[config.mk]
export PLATFORM = sky130hd
export DESIGN_NAME = flcb_cordic
export DESIGN_NICKNAME = d
export VERILOG_FILES = /design/src/rtl/flcb_pkg.sv /design/src/rtl/flcb_cordic.sv
export SDC_FILE = /design/constraint.sdc
export NUM_CORES = 1
export LEC_CHECK = 0
export BUFFER_PORTS_ARGS = -buffer_cell sky130_fd_sc_hd__buf_2
export CAP_MARGIN = 20
export CORE_UTILIZATION = 55
export CTS_BUF_LIST = sky130_fd_sc_hd__clkbuf_4 sky130_fd_sc_hd__clkbuf_8
export CTS_CLUSTER_SIZE = 20
export DETAILED_ROUTE_END_ITERATION = 8
export MAX_ROUTING_LAYER = met4
export PLACE_DENSITY = 0.79
export RECOVER_POWER = 100
export SLEW_MARGIN = 0
export SYNTH_ARGS = -nofsm -noshare
export SYNTH_HDL_FRONTEND = slang
export SYNTH_SLANG_ARGS = --single-unit
[constraint.sdc]
create_clock -name clk_i -period 18.7 [get_ports clk_i]
set_clock_uncertainty 0.1 [all_clocks]
set_input_delay 0 -clock clk_i [delete_from_list [all_inputs] [get_ports clk_i]]
set_output_delay 0 -clock clk_i [all_outputs]
set_load 0.01 [all_outputs]
[src/rtl/flcb_pkg.sv]
// ----------------------------------------------------------------------------
// flcb_pkg
// shared types and constants for the fly camera basis unit
// ----------------------------------------------------------------------------
package flcb_pkg;

  localparam int unsigned FullTurn    = 23040;
  localparam int unsigned HalfTurn    = 11520;
  localparam int unsigned QuarterTurn = 5760;
  localparam logic signed [33:0] CordicGainQ30 = 34'sd652032874;
  localparam int unsigned MaxSteps    = 24;

  // turn count estimate: ((angle + half turn) >>> 9) * WrapRecip >>> WrapShift
  localparam logic signed [15:0] WrapRecip = 16'sd23302;
  localparam int unsigned        WrapShift = 20;

  typedef enum logic [3:0] {
    OP_FWD       = 4'd0,
    OP_BACK      = 4'd1,
    OP_RIGHT     = 4'd2,
    OP_LEFT      = 4'd3,
    OP_ADD_X     = 4'd4,
    OP_ADD_Y     = 4'd5,
    OP_ADD_Z     = 4'd6,
    OP_SET_X     = 4'd7,
    OP_SET_Y     = 4'd8,
    OP_SET_Z     = 4'd9,
    OP_ADD_YAW   = 4'd10,
    OP_ADD_PITCH = 4'd11,
    OP_SET_YAW   = 4'd12,
    OP_SET_PITCH = 4'd13,
    OP_NOP14     = 4'd14,
    OP_NOP15     = 4'd15
  } op_e;

  typedef enum logic [3:0] {
    ST_IDLE,
    ST_MOVE,
    ST_RED,
    ST_WRAP,
    ST_COR_START,
    ST_COR_RUN,
    ST_COR_DONE,
    ST_MUL,
    ST_OUT
  } state_e;

  // cordic start request and result
  typedef struct packed {
    logic               start;
    logic signed [14:0] angle;
  } cor_req_t;

  typedef struct packed {
    logic               done;
    logic signed [15:0] sin_v;
    logic signed [15:0] cos_v;
  } cor_rsp_t;

  function automatic logic [31:0] atan_deg16(input logic [4:0] i);
    logic [31:0] r;
    begin
      case (i)
        5'd0:  r = 32'd2949120;
        5'd1:  r = 32'd1740967;
        5'd2:  r = 32'd919879;
        5'd3:  r = 32'd466945;
        5'd4:  r = 32'd234379;
        5'd5:  r = 32'd117304;
        5'd6:  r = 32'd58666;
        5'd7:  r = 32'd29335;
        5'd8:  r = 32'd14668;
        5'd9:  r = 32'd7334;
        5'd10: r = 32'd3667;
        5'd11: r = 32'd1833;
        5'd12: r = 32'd917;
        5'd13: r = 32'd458;
        5'd14: r = 32'd229;
        5'd15: r = 32'd115;
        5'd16: r = 32'd57;
        5'd17: r = 32'd29;
        5'd18: r = 32'd14;
        5'd19: r = 32'd7;
        5'd20: r = 32'd4;
        5'd21: r = 32'd2;
        5'd22: r = 32'd1;
        default: r = 32'd0;
      endcase
      return r;
    end
  endfunction

endpackage

[src/rtl/flcb_cordic.sv]
// ----------------------------------------------------------------------------
// flcb_cordic
// iterative cordic sine and cosine, one rotation step per cycle
// ----------------------------------------------------------------------------
module flcb_cordic #(
  parameter int unsigned CORDIC_STEPS = 16
) (
  input  logic               clk_i,
  input  logic               rst_ni,
  input  flcb_pkg::cor_req_t req_i,
  output flcb_pkg::cor_rsp_t rsp_o
);

  localparam int unsigned CntW = $clog2(CORDIC_STEPS + 1);

  logic                busy_q, busy_d;
  logic [CntW-1:0]     cnt_q, cnt_d;
  logic                flip_q, flip_d;
  logic signed [33:0]  x_q, x_d, y_q, y_d;
  logic signed [33:0]  z_q, z_d;
  logic signed [15:0]  a16;
  logic signed [33:0]  dx, dy, at, xr, yr;
  logic signed [17:0]  xs, ys;
  logic signed [15:0]  xc, yc;
  logic [4:0]          idx;

  assign idx = 5'(cnt_q);
  assign dx  = y_q >>> idx;
  assign dy  = x_q >>> idx;
  assign at  = 34'(flcb_pkg::atan_deg16(idx));

  always_comb begin
    busy_d = busy_q;
    cnt_d  = cnt_q;
    flip_d = flip_q;
    x_d = x_q;
    y_d = y_q;
    z_d = z_q;
    a16 = 16'(req_i.angle);
    if (req_i.start) begin
      flip_d = 1'b0;
      if (a16 > 16'sd5760) begin
        a16 = a16 - 16'sd11520;
        flip_d = 1'b1;
      end else if (a16 < -16'sd5760) begin
        a16 = a16 + 16'sd11520;
        flip_d = 1'b1;
      end
      x_d = flcb_pkg::CordicGainQ30;
      y_d = '0;
      z_d = 34'(a16) <<< 10;
      cnt_d  = '0;
      busy_d = 1'b1;
    end else if (busy_q) begin
      if (!z_q[33]) begin
        x_d = x_q - dx;
        y_d = y_q + dy;
        z_d = z_q - at;
      end else begin
        x_d = x_q + dx;
        y_d = y_q - dy;
        z_d = z_q + at;
      end
      cnt_d = cnt_q + 1'b1;
      if (cnt_q == CntW'(CORDIC_STEPS - 1)) busy_d = 1'b0;
    end
  end

  always_ff @(posedge clk_i or negedge rst_ni) begin
    if (!rst_ni) begin
      busy_q <= 1'b0;
      cnt_q  <= '0;
    end else begin
      busy_q <= busy_d;
      cnt_q  <= cnt_d;
    end
  end

  always_ff @(posedge clk_i) begin
    flip_q <= flip_d;
    x_q <= x_d;
    y_q <= y_d;
    z_q <= z_d;
  end

  assign xr = (x_q + 34'sd32768) >>> 16;
  assign yr = (y_q + 34'sd32768) >>> 16;
  assign xs = xr[17:0];
  assign ys = yr[17:0];
  assign xc = (xs > 18'sd16384) ? 16'sd16384 :
              (xs < -18'sd16384) ? -16'sd16384 : xs[15:0];
  assign yc = (ys > 18'sd16384) ? 16'sd16384 :
              (ys < -18'sd16384) ? -16'sd16384 : ys[15:0];

  assign rsp_o.done  = !busy_q;
  assign rsp_o.cos_v = flip_q ? -xc : xc;
  assign rsp_o.sin_v = flip_q ? -yc : yc;

endmodule

==> impl_summary.txt, run 1 <==
----------------------------------------------------
[Power]
  Sequential group share of total power ... a little over an eighth
  Combinational cell fraction of total power ... 82.3%
  Clock Power Share ... under 10%
  Total Power ... ~4.3 mW
  Net Sw Power ... around 2.4 mW
  Power Internal ... 1.98 mW
  Switching share of power ... a little over half
  Power density over the cells ... 228 nW/µm²
  Peak VDD IR ... about 0.12 mV
  LEAKAGE ... between 7 and 8 nW

[Floorplanning]
  Die ar. ... 34300 µm²
  Cell row count ... 66
  # IOs ... between 50 and 60
  Chip Height ... around 190 µm
  Area of the core ... between 30000 and 40000 µm²
  Initial core utilization ... roughly 56%
  Width of the die ... between 150 and 200 µm

[Yosys]
  Summed instance area of the synthesized netlist ... between 15000 and 20000 µm²
  Dominant synthesized flop cell ... dfxtp_1
  Flop and latch count out of synthesis ... roughly 110
  Syn Area/Cell ... 7.71 µm²
  Count of yosys warnings during synthesis ... 0
  Cell count after synthesis ... about 2.4k
  Net count after synthesis ... between 2k and 3k
  Sequential cell area fraction in the yosys report ... a little over an eighth
  Post-synthesis cell type count ... 97
  Number of synthesized flops with an enable pin ... 25
  Async set-reset flop share out of synthesis ... 5.50%

[Layout]
  Final core utilization ... between 50 and 60%
  Cell area after layout ... 19000 µm²
  Relative area change from synthesis to final layout ... 3.28%
  Number of inserted filler cells in the final layout ... 3099
  Share of post-route cells with drive strength above 1 ... roughly a tenth
  Net total in the final layout ... 2474

[Timing]
  Number of setup violations in the final report ... 0
  Worst Max-Slew Pin Slew ... ~3200 ps
  Number of hold violations in the final report ... 0
  Clock period minus final worst setup slack ... 10790 ps
  Final Cycle Share ... between 50% and 60%
  Max frequency ... 92.7 MHz
  Relative slew slack ... -116%
  Setup TNS ... 0 ps
  Final Slew Violations ... approximately 180
  Setup repair after global routing missed its margin ... no

[Worst setup path]
  Worst Setup End Kind ... flop
  Setup slack, reg-to-reg ... roughly 7900 ps
  Critical path's most frequent cell ... clkbuf_1
  Worst path required time ... ~19000 ps
  Cell Chain, Critical Path ... clkbuf_1 -> clkinv_1 -> clkbuf_1 -> mux4_2 -> nor2b_1 -> nor4_1 -> nand4_2 -> nor3b_1 -> and2_0 -> a21oi_1 -> xnor2_1 -> ha_1 -> nand3_1 -> o21ai_0 -> a2bb2oi_1 -> o21ai_0 -> clkbuf_1 -> a21oi_1 -> and3b_1 -> o31ai_1 -> xnor2_1 -> a211oi_1 -> a31o_1
  Launch point of the worst reg-to-reg path ... cnt_q[1]
  Number of cells on the worst reg-to-reg path ... 23
  Critical register-to-register path endpoint ... y_q[33]
  Arrival time at the worst endpoint ... around 11000 ps
  Critical Path Source Type ... flop
  Crit path max fanout ... 37
  Classification of the worst setup path ... flop to flop
  Cell with the largest stage delay on the worst path ... clkbuf_1
  Slowest stage delay, CP ... around 1600 ps

[Clock tree]
  Root Buffer ... clkbuf_8
  Clock-pin slew on the worst setup and hold paths ... around 130 ps
  Clock sink total ... approximately 110
  Hold_buf cts ... 14
  Post-cts resize count ... 0
  H-tree Lvls ... 3
  Skew-Pair Late Insertion Delay ... 480 ps
  Post CTS Setup Buffer Count ... 0
  TritonCTS clock tree ... yes
  Number of buffers inserted during clock tree synthesis ... 9
  Deepest clock path buffer count ... 2

[Status]
  Violations in the final reports ... max-capacitance violations, max-slew violations
  Result of the run ... complete, but fails checks

[Global route]
  Maximum number of pins on one net before global-route repair ... 62
  Global-route wire length before repair ... 106 mm
  Number of antenna violations at the first check in global routing ... 2
  GR Util All Layers ... 42.1%
  Grt ovf ... 0
  Via count of the first global-routing pass ... around 18k

[Routing]
  Routed wirelength normalized by instance count ... 25.2 µm
  DR vias ... between 15k and 20k
  Total wirelength of the detailed-routed design ... between 60 and 70 mm
  ANT nets after route ... 0
  Iteration-0 DRC Markers ... between 2k and 2.5k
  Avg Vias per Cell ... 6.92
  Remaining DRCs ... 0
  Drt pass-1 iters ... 5

[Flow run]
  Max-cap check violation count ... 4

[Placed design]
  Number of buffers added on ports ... 50
  HPWL after detailed placement ... 51.2 mm
  Area after DPL ... about 19000 µm²
  Weighted congestion reported at the end of routability-driven placement ... between 1 and 1.5

[Hold path]
  Hold depth ... 5
  Beginning of the worst hold path ... req_i[10]
  Hold Crit Class ... input pin to flop
  WHS Endpoint ... z_q[21]

----------------------------------------------------
-- layer usage --
| metal | up-vias | track usage, % | wire length, µm |
|---|---|---|---|
| met2 | 981 | 66.1 | 31500 |
| li1 | 8755 | - | - |
| met5 | - | - | 0 |
| met4 | 0 | 23.8 | 4180 |
| met1 | 9268 | 50.4 | 27700 |
| met3 | 260 | 8.26 | 6600 |
-- area by class of cell --
| cell class | count | area, µm² | share of cell area (%) |
|---|---|---|---|
| diodes | 2 | 5.00 | 0.0263 |
| clock buffers | 11 | 139 | 0.729 |
| clock inverters | 5 | 72.6 | 0.381 |
| inverters | 60 | 225 | 1.18 |
| multi-input cells | 2051 | 15000 | 78.6 |
| flip-flops and latches | 109 | 2470 | 13.0 |
| well taps | 442 | 553 | 2.90 |
| repair buffers | 102 | 608 | 3.19 |
-- worst max-delay path: cells and delay by family (launching register included) --
kind / cells / cell delay [ps]
buf+inv: 4 / 3930
simple gates: 7 / 2910
compound gates: 8 / 1560
mux: 1 / 1020
xor+xnor: 2 / 370
fa+ha+maj: 1 / 370
flops: 1 / 360
-- how the worst max path moves through the flow --
stage                  start  endpoint  slack, ps  cells past startpoint
finish              cnt_q[1]   y_q[33]       7910                     23
global placement    cnt_q[0]   x_q[33]      10470                     23
floorplan           cnt_q[1]   z_q[33]      12240                     30
global route        cnt_q[1]   y_q[30]       7440                     22
detailed placement  cnt_q[0]   x_q[33]      10350                     23
CTS                 cnt_q[0]   x_q[33]      10330                     23
-- through the flow --
step	setup slack [ps]	std cells	hold WS, ps
2_1_floorplan	12240	2391	-396
3_3_place_gp	10470	2749	-237
3_5_place_dp	10350	2749	-240
4_1_cts	10330	2779	19.2
5_1_grt	7440	2781	55.4
6_report	7910	2782	40.5
-- flip-flops by register name, indices dropped and copies added, names as in the netlist --
name    cells
busy_q      1
cnt_q       5
flip_q      1
x_q        34
y_q        34
z_q        34
-- logic make-up after synthesis --
group,Yosys count,share of synthesized area (%)
DFF,109,13.4
adders and majority gates,123,8.47
muxes,214,17.2
AOI/OAI and AO/OA,708,25.0
and+or+nand+nor,782,19.9
buffers and inverters,231,5.42
xor gates and xnor gates,224,10.6
-- synth_stat cells (all sizes together) (6+ instances only) --
master     n  area share, %
a31o       9           0.43
xnor2    129            6.1
mux2i    107            5.8
edfxtp    25            4.1
o21bai    16           0.65
o31a       6           0.28
o31ai     23           0.94
a311oi     6           0.28
mux2      27            1.6
xor2      95            4.5
or2       18           0.61
mux4      80            9.8
nor4       9           0.34
nor2     246            5.0
nand4     24           0.85
a22oi      6           0.24
inv       57            1.2
o21ai    143            3.9
nand2    225            4.6
dfrtp      6           0.81
nor3      49            1.4
dfxtp     78            8.5
nand3     69            1.9
a41oi      7           0.37
o22ai     23           0.78
and4       7           0.33
or3        7           0.24
o21a      27            1.1
ha       120            8.1
nor2b     27           0.92
o211ai    19           0.77
a211o     18           0.85
a21o      54            2.2
and2      26           0.90
nand2b    28           0.95
and3      27           0.92
a31oi     35            1.2
a2bb2oi    8           0.38
buf       69            2.1
a21oi    199            5.4
a211oi    30            1.2
clkbuf   102            2.1
o311ai     6           0.28
a221oi     9           0.46
-- cells in the final DEF (no fill, tap or decap), drive strengths merged, types with 69 or more instances in the layout --
master  count
nand2     225
a21oi     199
o21ai     143
xor2       95
dfxtp      78
ha        120
mux2i     107
nand3      69
nor2      246
xnor2     129
mux4       80
-- power groups by stage --
| stage | clock, mW | sequential (mW) | combinational (mW) |
|---|---|---|---|
| floorplan | 0 | 0.446 | 2.82 |
| finish | 0.173 | 0.596 | 3.57 |
| global route | 0.183 | 0.602 | 3.92 |
| global placement | 0 | 0.578 | 3.40 |
| CTS | 0.178 | 0.580 | 3.51 |
| detailed placement | 0 | 0.585 | 3.49 |
No activity file was read; power rests on OpenSTA's default activity.
==> inputs of run 2 (changes only) <==
Settings changed: PLACE_DENSITY 0.79 to 0.81.
Clock period 18.7 ns to 9.35 ns, I/O delays scaled along.
==> run 2 against run 1 <==
The run still ends with max-capacitance violations, max-slew violations left. First-iteration DRC count rose by 6.1%. Via count barely moved. Total power rose by 99%. Wire length fell by 5.1%. Sequential power rose by 110%. Register-to-register slack got worse by 6900 ps. Clock power rose by 78%. Flip-flop and latch count did not move. Final cell count fell by 0.14%. Final area fell by 0.20%. Die area did not move. Largest power group unchanged. Critical endpoint is now x_q[33]. Fmax rose by 29%.
==> impl_summary.txt, run 2 (synthesized netlist as in run 1, its figures left out) <==
----------------------------------------------------
[Power]
  Total Power ... 8.61 mW (was 4.34 mW)
  LEAKAGE ... 7.76 nW (was 7.77 nW)
  Clock Power Share ... 3.6% (was 4.0%)
  Peak VDD IR ... 0.201 mV (was 0.115 mV)
  Combinational cell fraction of total power ... 82.0% (was 82.3%)
  Switching share of power ... 54.7% (was 54.5%)
  Sequential group share of total power ... 14.4% (was 13.7%)
  Net Sw Power ... 4.71 mW (was 2.36 mW)
  Power Internal ... 3.90 mW (was 1.98 mW)
  Power density over the cells ... 453 nW/µm² (was 228 nW/µm²)

[Timing]
  Max frequency ... 120 MHz (was 92.7 MHz)
  Relative slew slack ... -135% (was -116%)
  Final Cycle Share ... 89.1% (was 57.7%)
  Setup TNS ... 0 ps (unchanged)
  Clock period minus final worst setup slack ... 8340 ps (was 10790 ps)
  Final Slew Violations ... 193 (was 177)
  Worst Max-Slew Pin Slew ... 3530 ps (was 3240 ps)
  Setup repair after global routing missed its margin ... no (unchanged)
  Number of setup violations in the final report ... 0 (unchanged)
  Number of hold violations in the final report ... 0 (unchanged)
  Worst Hold Margin ... 67.0 ps (was 40.5 ps)
  Post-layout worst setup margin ... 1010 ps (was 7910 ps)

[Placed design]
  HPWL after detailed placement ... 48.3 mm (was 51.2 mm)
  Cell Count Post-Placement ... 2746 (was 2749)
  Pre-CTS WS ... 1870 ps (was 10350 ps)
  Weighted congestion reported at the end of routability-driven placement ... 1.08 (was 1.05)
  Area after DPL ... 18700 µm² (was 18800 µm²)
  Number of buffers added on ports ... 50 (unchanged)

[Clock tree]
  Deepest clock path buffer count ... 2 (unchanged)
  Post-cts resize count ... 0 (unchanged)
  Clock-pin slew on the worst setup and hold paths ... 150 ps (was 130 ps)
  H-tree Lvls ... 3 (unchanged)
  Root Buffer ... clkbuf_8 (unchanged)
  Skew-Pair Late Insertion Delay ... 470 ps (was 480 ps)
  Clock sink total ... 109 (unchanged)
  TritonCTS clock tree ... yes (unchanged)
  Post CTS Setup Buffer Count ... 0 (unchanged)
  Number of buffers inserted during clock tree synthesis ... 9 (unchanged)

[Global route]
  Maximum number of pins on one net before global-route repair ... 69 (was 62)
  Global-route wire length before repair ... 102 mm (was 106 mm)
  Grt ovf ... 0 (unchanged)
  GR Util All Layers ... 39.9% (was 42.1%)
  Number of antenna violations at the first check in global routing ... 0 (was 2)
  Via count of the first global-routing pass ... 18.2k (was 18.3k)

[Floorplanning]
  Width of the die ... 185 µm (unchanged)
  Cell row count ... 66 (unchanged)
  Die ar. ... 34300 µm² (unchanged)
  Chip Height ... 185 µm (unchanged)
  Initial core utilization ... 56.3% (unchanged)
  Area of the core ... 32800 µm² (unchanged)
  # IOs ... 51 (unchanged)

[Layout]
  Net total in the final layout ... 2472 (was 2474)
  Relative area change from synthesis to final layout ... 3.08% (was 3.28%)
  Final core utilization ... 58.0% (was 58.1%)
  Share of post-route cells with drive strength above 1 ... 9.12% (was 9.32%)
  Biggest regs ... x_q x34, y_q x34, z_q x34 (unchanged)
  Commonest cells after routing, fill and taps aside ... nor2_1 (246), nand2_1 (225), a21oi_1 (199), o21ai_0 (143), xnor2_1 (129) (was nor2_1 (244), nand2_1 (225), a21oi_1 (199), o21ai_0 (143), xnor2_1 (129))
  Leading cell type in the layout, fill and taps excluded ... nor2_1 (unchanged)
  Number of inserted diodes ... 0 (was 2)
  Post-layout instance count excluding filler cells ... 2778 (was 2782)
  Number of inserted filler cells in the final layout ... 3059 (was 3099)
  Cell area after layout ... 19000 µm² (about the same)

[Worst setup path]
  Worst path required time ... 9600 ps (was 18960 ps)
  Critical Path Source Type ... flop (unchanged)
  Worst Setup End Kind ... flop (unchanged)
  Arrival time at the worst endpoint ... 8580 ps (was 11050 ps)
  Crit path max fanout ... 44 (was 37)
  Classification of the worst setup path ... flop to flop (unchanged)

[Status]
  Violations in the final reports ... max-capacitance violations, max-slew violations (unchanged)
  Result of the run ... complete, but fails checks (unchanged)

[Flow run]
  Max-cap check violation count ... 4 (unchanged)

[Routing]
  DR vias ... 19.3k (about the same)
  ANT nets after route ... 0 (unchanged)
  Total wirelength of the detailed-routed design ... 66.4 mm (was 70.0 mm)
  Routed wirelength normalized by instance count ... 23.9 µm (was 25.2 µm)
  Drt pass-1 iters ... 6 (was 5)
  Avg Vias per Cell ... 6.94 (was 6.92)
  Remaining DRCs ... 0 (unchanged)
  Iteration-0 DRC Markers ... 2239 (was 2111)

[Hold path]
  Hold Crit Class ... input pin to flop (unchanged)

----------------------------------------------------
[run 2: worst max-delay path, cell delays in order, from the launching register on]
cell and delay (ps):
dfrtp_2 990, clkinv_1 920, clkbuf_1 750, mux4_2 560, nor2_1 50, or4_1 530
nor4_1 420, and4bb_1 360, and2_0 200, a41oi_1 140, xor2_1 210, ha_1 380
nand3_1 130, nor2_1 110, a32oi_1 280, a21oi_1 110, nor2_1 480, o21ai_0 280
a21oi_1 300, o211a_1 210, nor3_1 50, mux2i_1 270, mux2_1 330
[run 2: power groups by stage]
stage | sequential, mW | clock, mW | combinational (mW)
finish | 1.24 | 0.308 | 7.07
global route | 1.24 | 0.326 | 7.77
CTS | 1.20 | 0.314 | 6.93
detailed placement | 1.21 | 0 | 6.87
global placement | 1.19 | 0 | 6.71
floorplan | 0.892 | 0 | 5.64
[run 2: timing repair]
action                     in CTS  in global routing
hold endpoints to repair       18                  0
hold buffers                   14                  0
setup endpoints to repair       0                  0
[run 2: layout make-up]
class	instances	area [µm²]	share of cell area, %
clock buffers	10	131	0.691
clock inverters	6	46.3	0.244
inverters	60	225	1.18
multi-input cells	2051	15000	78.8
flip-flops and latches	109	2470	13.0
well taps	442	553	2.91
repair buffers	100	598	3.15
[run 2: worst paths after layout]
kind	from	end	slack [ps]	cells past startpoint
min in group asynchronous	rst_ni	cnt_q[0]	480	3
max in group asynchronous	rst_ni	cnt_q[2]	8340	3
worst min-delay path	req_i[14]	z_q[24]	70	5
worst min register to register	z_q[9]	z_q[9]	380	2
worst max-delay path	cnt_q[1]	x_q[33]	1010	22
worst max register to register	cnt_q[1]	x_q[33]	1010	22
[run 2: layer usage]
layer  track usage, %  part of all wire [%]  vias up
met5                -                     0        -
met4             25.2                   6.6        0
met3             9.85                    11      269
met2             60.6                    44     1117
met1             47.1                    38     9138
li1                 -                     -     8746
==> inputs of run 3 (changes only) <==
Settings changed: MAX_ROUTING_LAYER met4 to default, REMOVE_ABC_BUFFERS from default to 1.
==> run 3 against run 2 <==
The flow still finishes with violations (max-capacitance violations, max-slew violations). Non-clock buffer count grew 4. Fmax grew 1.9%. Total power grew 0.25%. Final area grew 0.20%. Clock power grew 2%. Flip-flop and latch count is the same. Register-to-register slack gained 150 ps. Critical path depth shrank 2.
==> impl_summary.txt, run 3 (synthesized netlist as in run 1, its figures left out) <==
----------------------------------------------------
[Timing]
  Max frequency ... 122 MHz (was 120 MHz)
  Final Cycle Share ... 87.5% (was 89.1%)
  Relative slew slack ... -63.8% (was -135%)
  Number of hold violations in the final report ... 0 (unchanged)
  Post-layout worst setup margin ... 1170 ps (was 1010 ps)
  Worst Max-Slew Pin Slew ... 2460 ps (was 3530 ps)
  Final Slew Violations ... 118 (was 193)
  Number of setup violations in the final report ... 0 (unchanged)
  Setup TNS ... 0 ps (unchanged)
  Clock period minus final worst setup slack ... 8180 ps (was 8340 ps)
  Setup repair after global routing missed its margin ... no (unchanged)

[Floorplanning]
  Chip Height ... 185 µm (unchanged)
  Initial core utilization ... 56.3% (unchanged)
  # IOs ... 51 (unchanged)
  Die ar. ... 34300 µm² (unchanged)
  Area of the core ... 32800 µm² (unchanged)
  Cell row count ... 66 (unchanged)
  Width of the die ... 185 µm (unchanged)

[Routing]
  Iteration-0 DRC Markers ... 2481 (was 2239)
  DR vias ... 19.3k (about the same)
  Avg Vias per Cell ... 6.94 (about the same)
  Total wirelength of the detailed-routed design ... 66.4 mm (about the same)
  Routed wirelength normalized by instance count ... 23.9 µm (about the same)
  Drt pass-1 iters ... 6 (unchanged)
  Remaining DRCs ... 0 (unchanged)
  ANT nets after route ... 0 (unchanged)

[Clock tree]
  Clock sink total ... 109 (unchanged)
  TritonCTS clock tree ... yes (unchanged)
  Hold_buf cts ... 17 (was 14)
  Post CTS Setup Buffer Count ... 0 (unchanged)
  Deepest clock path buffer count ... 2 (unchanged)
  Post-cts resize count ... 0 (unchanged)
  Skew-Pair Late Insertion Delay ... 480 ps (was 470 ps)
  Root Buffer ... clkbuf_8 (unchanged)
  Clock-pin slew on the worst setup and hold paths ... 130 ps (was 150 ps)
  H-tree Lvls ... 3 (unchanged)
  Number of buffers inserted during clock tree synthesis ... 9 (unchanged)

[Global route]
  Via count of the first global-routing pass ... 18.2k (about the same)
  Global-route wire length before repair ... 102 mm (about the same)
  Met1 track demand over resource in global routing ... 47.3% (was 47.1%)
  Grt ovf ... 0 (unchanged)
  Number of antenna violations at the first check in global routing ... 0 (unchanged)
  GR Util All Layers ... 38.8% (was 39.9%)
  Global routing met3 resource utilization ... 8.04% (was 9.85%)
  Maximum number of pins on one net before global-route repair ... 65 (was 69)
  GRT Max-Usage Layer ... met2 (unchanged)
  GR Util met2 ... 62.5% (was 60.6%)

[Layout]
  Leading cell type in the layout, fill and taps excluded ... nor2_1 (unchanged)
  Biggest regs ... x_q x34, y_q x34, z_q x34 (unchanged)
  Relative area change from synthesis to final layout ... 3.29% (was 3.08%)
  Cell area after layout ... 19000 µm² (about the same)
  Share of post-route cells with drive strength above 1 ... 9.27% (was 9.12%)
  Net total in the final layout ... 2476 (was 2472)
  Number of inserted diodes ... 0 (unchanged)
  Post-layout instance count excluding filler cells ... 2782 (was 2778)
  Number of inserted filler cells in the final layout ... 3009 (was 3059)
  Commonest cells after routing, fill and taps aside ... nor2_1 (245), nand2_1 (225), a21oi_1 (199), o21ai_0 (143), xnor2_1 (129) (was nor2_1 (246), nand2_1 (225), a21oi_1 (199), o21ai_0 (143), xnor2_1 (129))

[Worst setup path]
  Worst Setup End Kind ... flop (unchanged)
  Classification of the worst setup path ... flop to flop (unchanged)
  Critical Path Source Type ... flop (unchanged)
  Worst path required time ... 9570 ps (was 9600 ps)
  Crit path max fanout ... 57 (was 44)
  Arrival time at the worst endpoint ... 8410 ps (was 8580 ps)

[Flow run]
  Max-cap check violation count ... 3 (was 4)

[Status]
  Result of the run ... complete, but fails checks (unchanged)
  Violations in the final reports ... max-capacitance violations, max-slew violations (unchanged)

[Placed design]
  Pre-CTS WS ... 1940 ps (was 1870 ps)
  Cell Count Post-Placement ... 2747 (was 2746)
  Area after DPL ... 18800 µm² (was 18700 µm²)
  Weighted congestion reported at the end of routability-driven placement ... 1.12 (was 1.08)
  HPWL after detailed placement ... 48.9 mm (was 48.3 mm)
  Number of buffers added on ports ... 50 (unchanged)

[Power]
  LEAKAGE ... 7.77 nW (was 7.76 nW)
  Peak VDD IR ... 0.174 mV (was 0.201 mV)
  Power density over the cells ... 453 nW/µm² (about the same)

[Hold path]
  Hold Crit Class ... input pin to flop (unchanged)

----------------------------------------------------
run 3: metal layers:
layer  vias up  routed length, µm
met1      9067              25400
met2      1194              29800
met5         -                  0
met4         0               4390
met3       292               6760
li1       8752                  -
run 3: cell type report:
cell class                 count  area [µm²]  share of cell area (%)
inverter                      60         225                    1.18
clock buffer                  10         131                   0.690
sequential                   109        2470                    13.0
timing repair buffer         104         627                    3.29
clock inverter                 6        52.6                   0.276
tap                          442         553                    2.90
multi-input combinational   2051       15000                    78.7
run 3: final timing paths:
| kind | to | cells after the start | slack, ps | from |
|---|---|---|---|---|
| max in group asynchronous | cnt_q[0] | 3 | 8570 | rst_ni |
| max | y_q[30] | 20 | 1170 | cnt_q[0] |
| min in group asynchronous | cnt_q[2] | 3 | 330 | rst_ni |
| min | z_q[18] | 5 | 60 | req_i[8] |
| max reg2reg | y_q[30] | 20 | 1170 | cnt_q[0] |
| min reg2reg | z_q[9] | 2 | 370 | z_q[9] |
run 3: report_power, final:
| group | leakage [nW] | switching (mW) | total [mW] | internal (mW) |
|---|---|---|---|---|
| clock network | 0.0945 | 0.210 | 0.314 | 0.105 |
| logic | 6.69 | 4.06 | 7.12 | 3.06 |
| registers | 0.987 | 0.462 | 1.20 | 0.734 |
| total | 7.77 | 4.73 | 8.63 | 3.90 |
run 3: metrics by stage:
step	power, mW	hold WS (ps)	util [%]
finish	8.63	55.6	58.1
global route	9.36	73.9	58.1
CTS	8.47	22.9	58.3
detailed placement	8.09	-272	57.2
global placement	7.89	-273	57.2
floorplan	6.48	-396	-
run 3: worst max-delay path, stage by stage, from the launching register on:
cell and delay (ps):
dfrtp_4 1010, clkbuf_1 860, mux2_1 480, a222oi_1 940
o221ai_1 250, nor2_1 300, ha_1 260, nor2_1 70
xor2_1 170, ha_1 350, a211o_1 340, a2111oi_0 850
o21ai_0 330, nand3_1 190, a21oi_1 120, o31ai_1 420
nand3_1 170, a31oi_1 360, o21bai_1 130, mux2i_1 150
o311ai_0 150
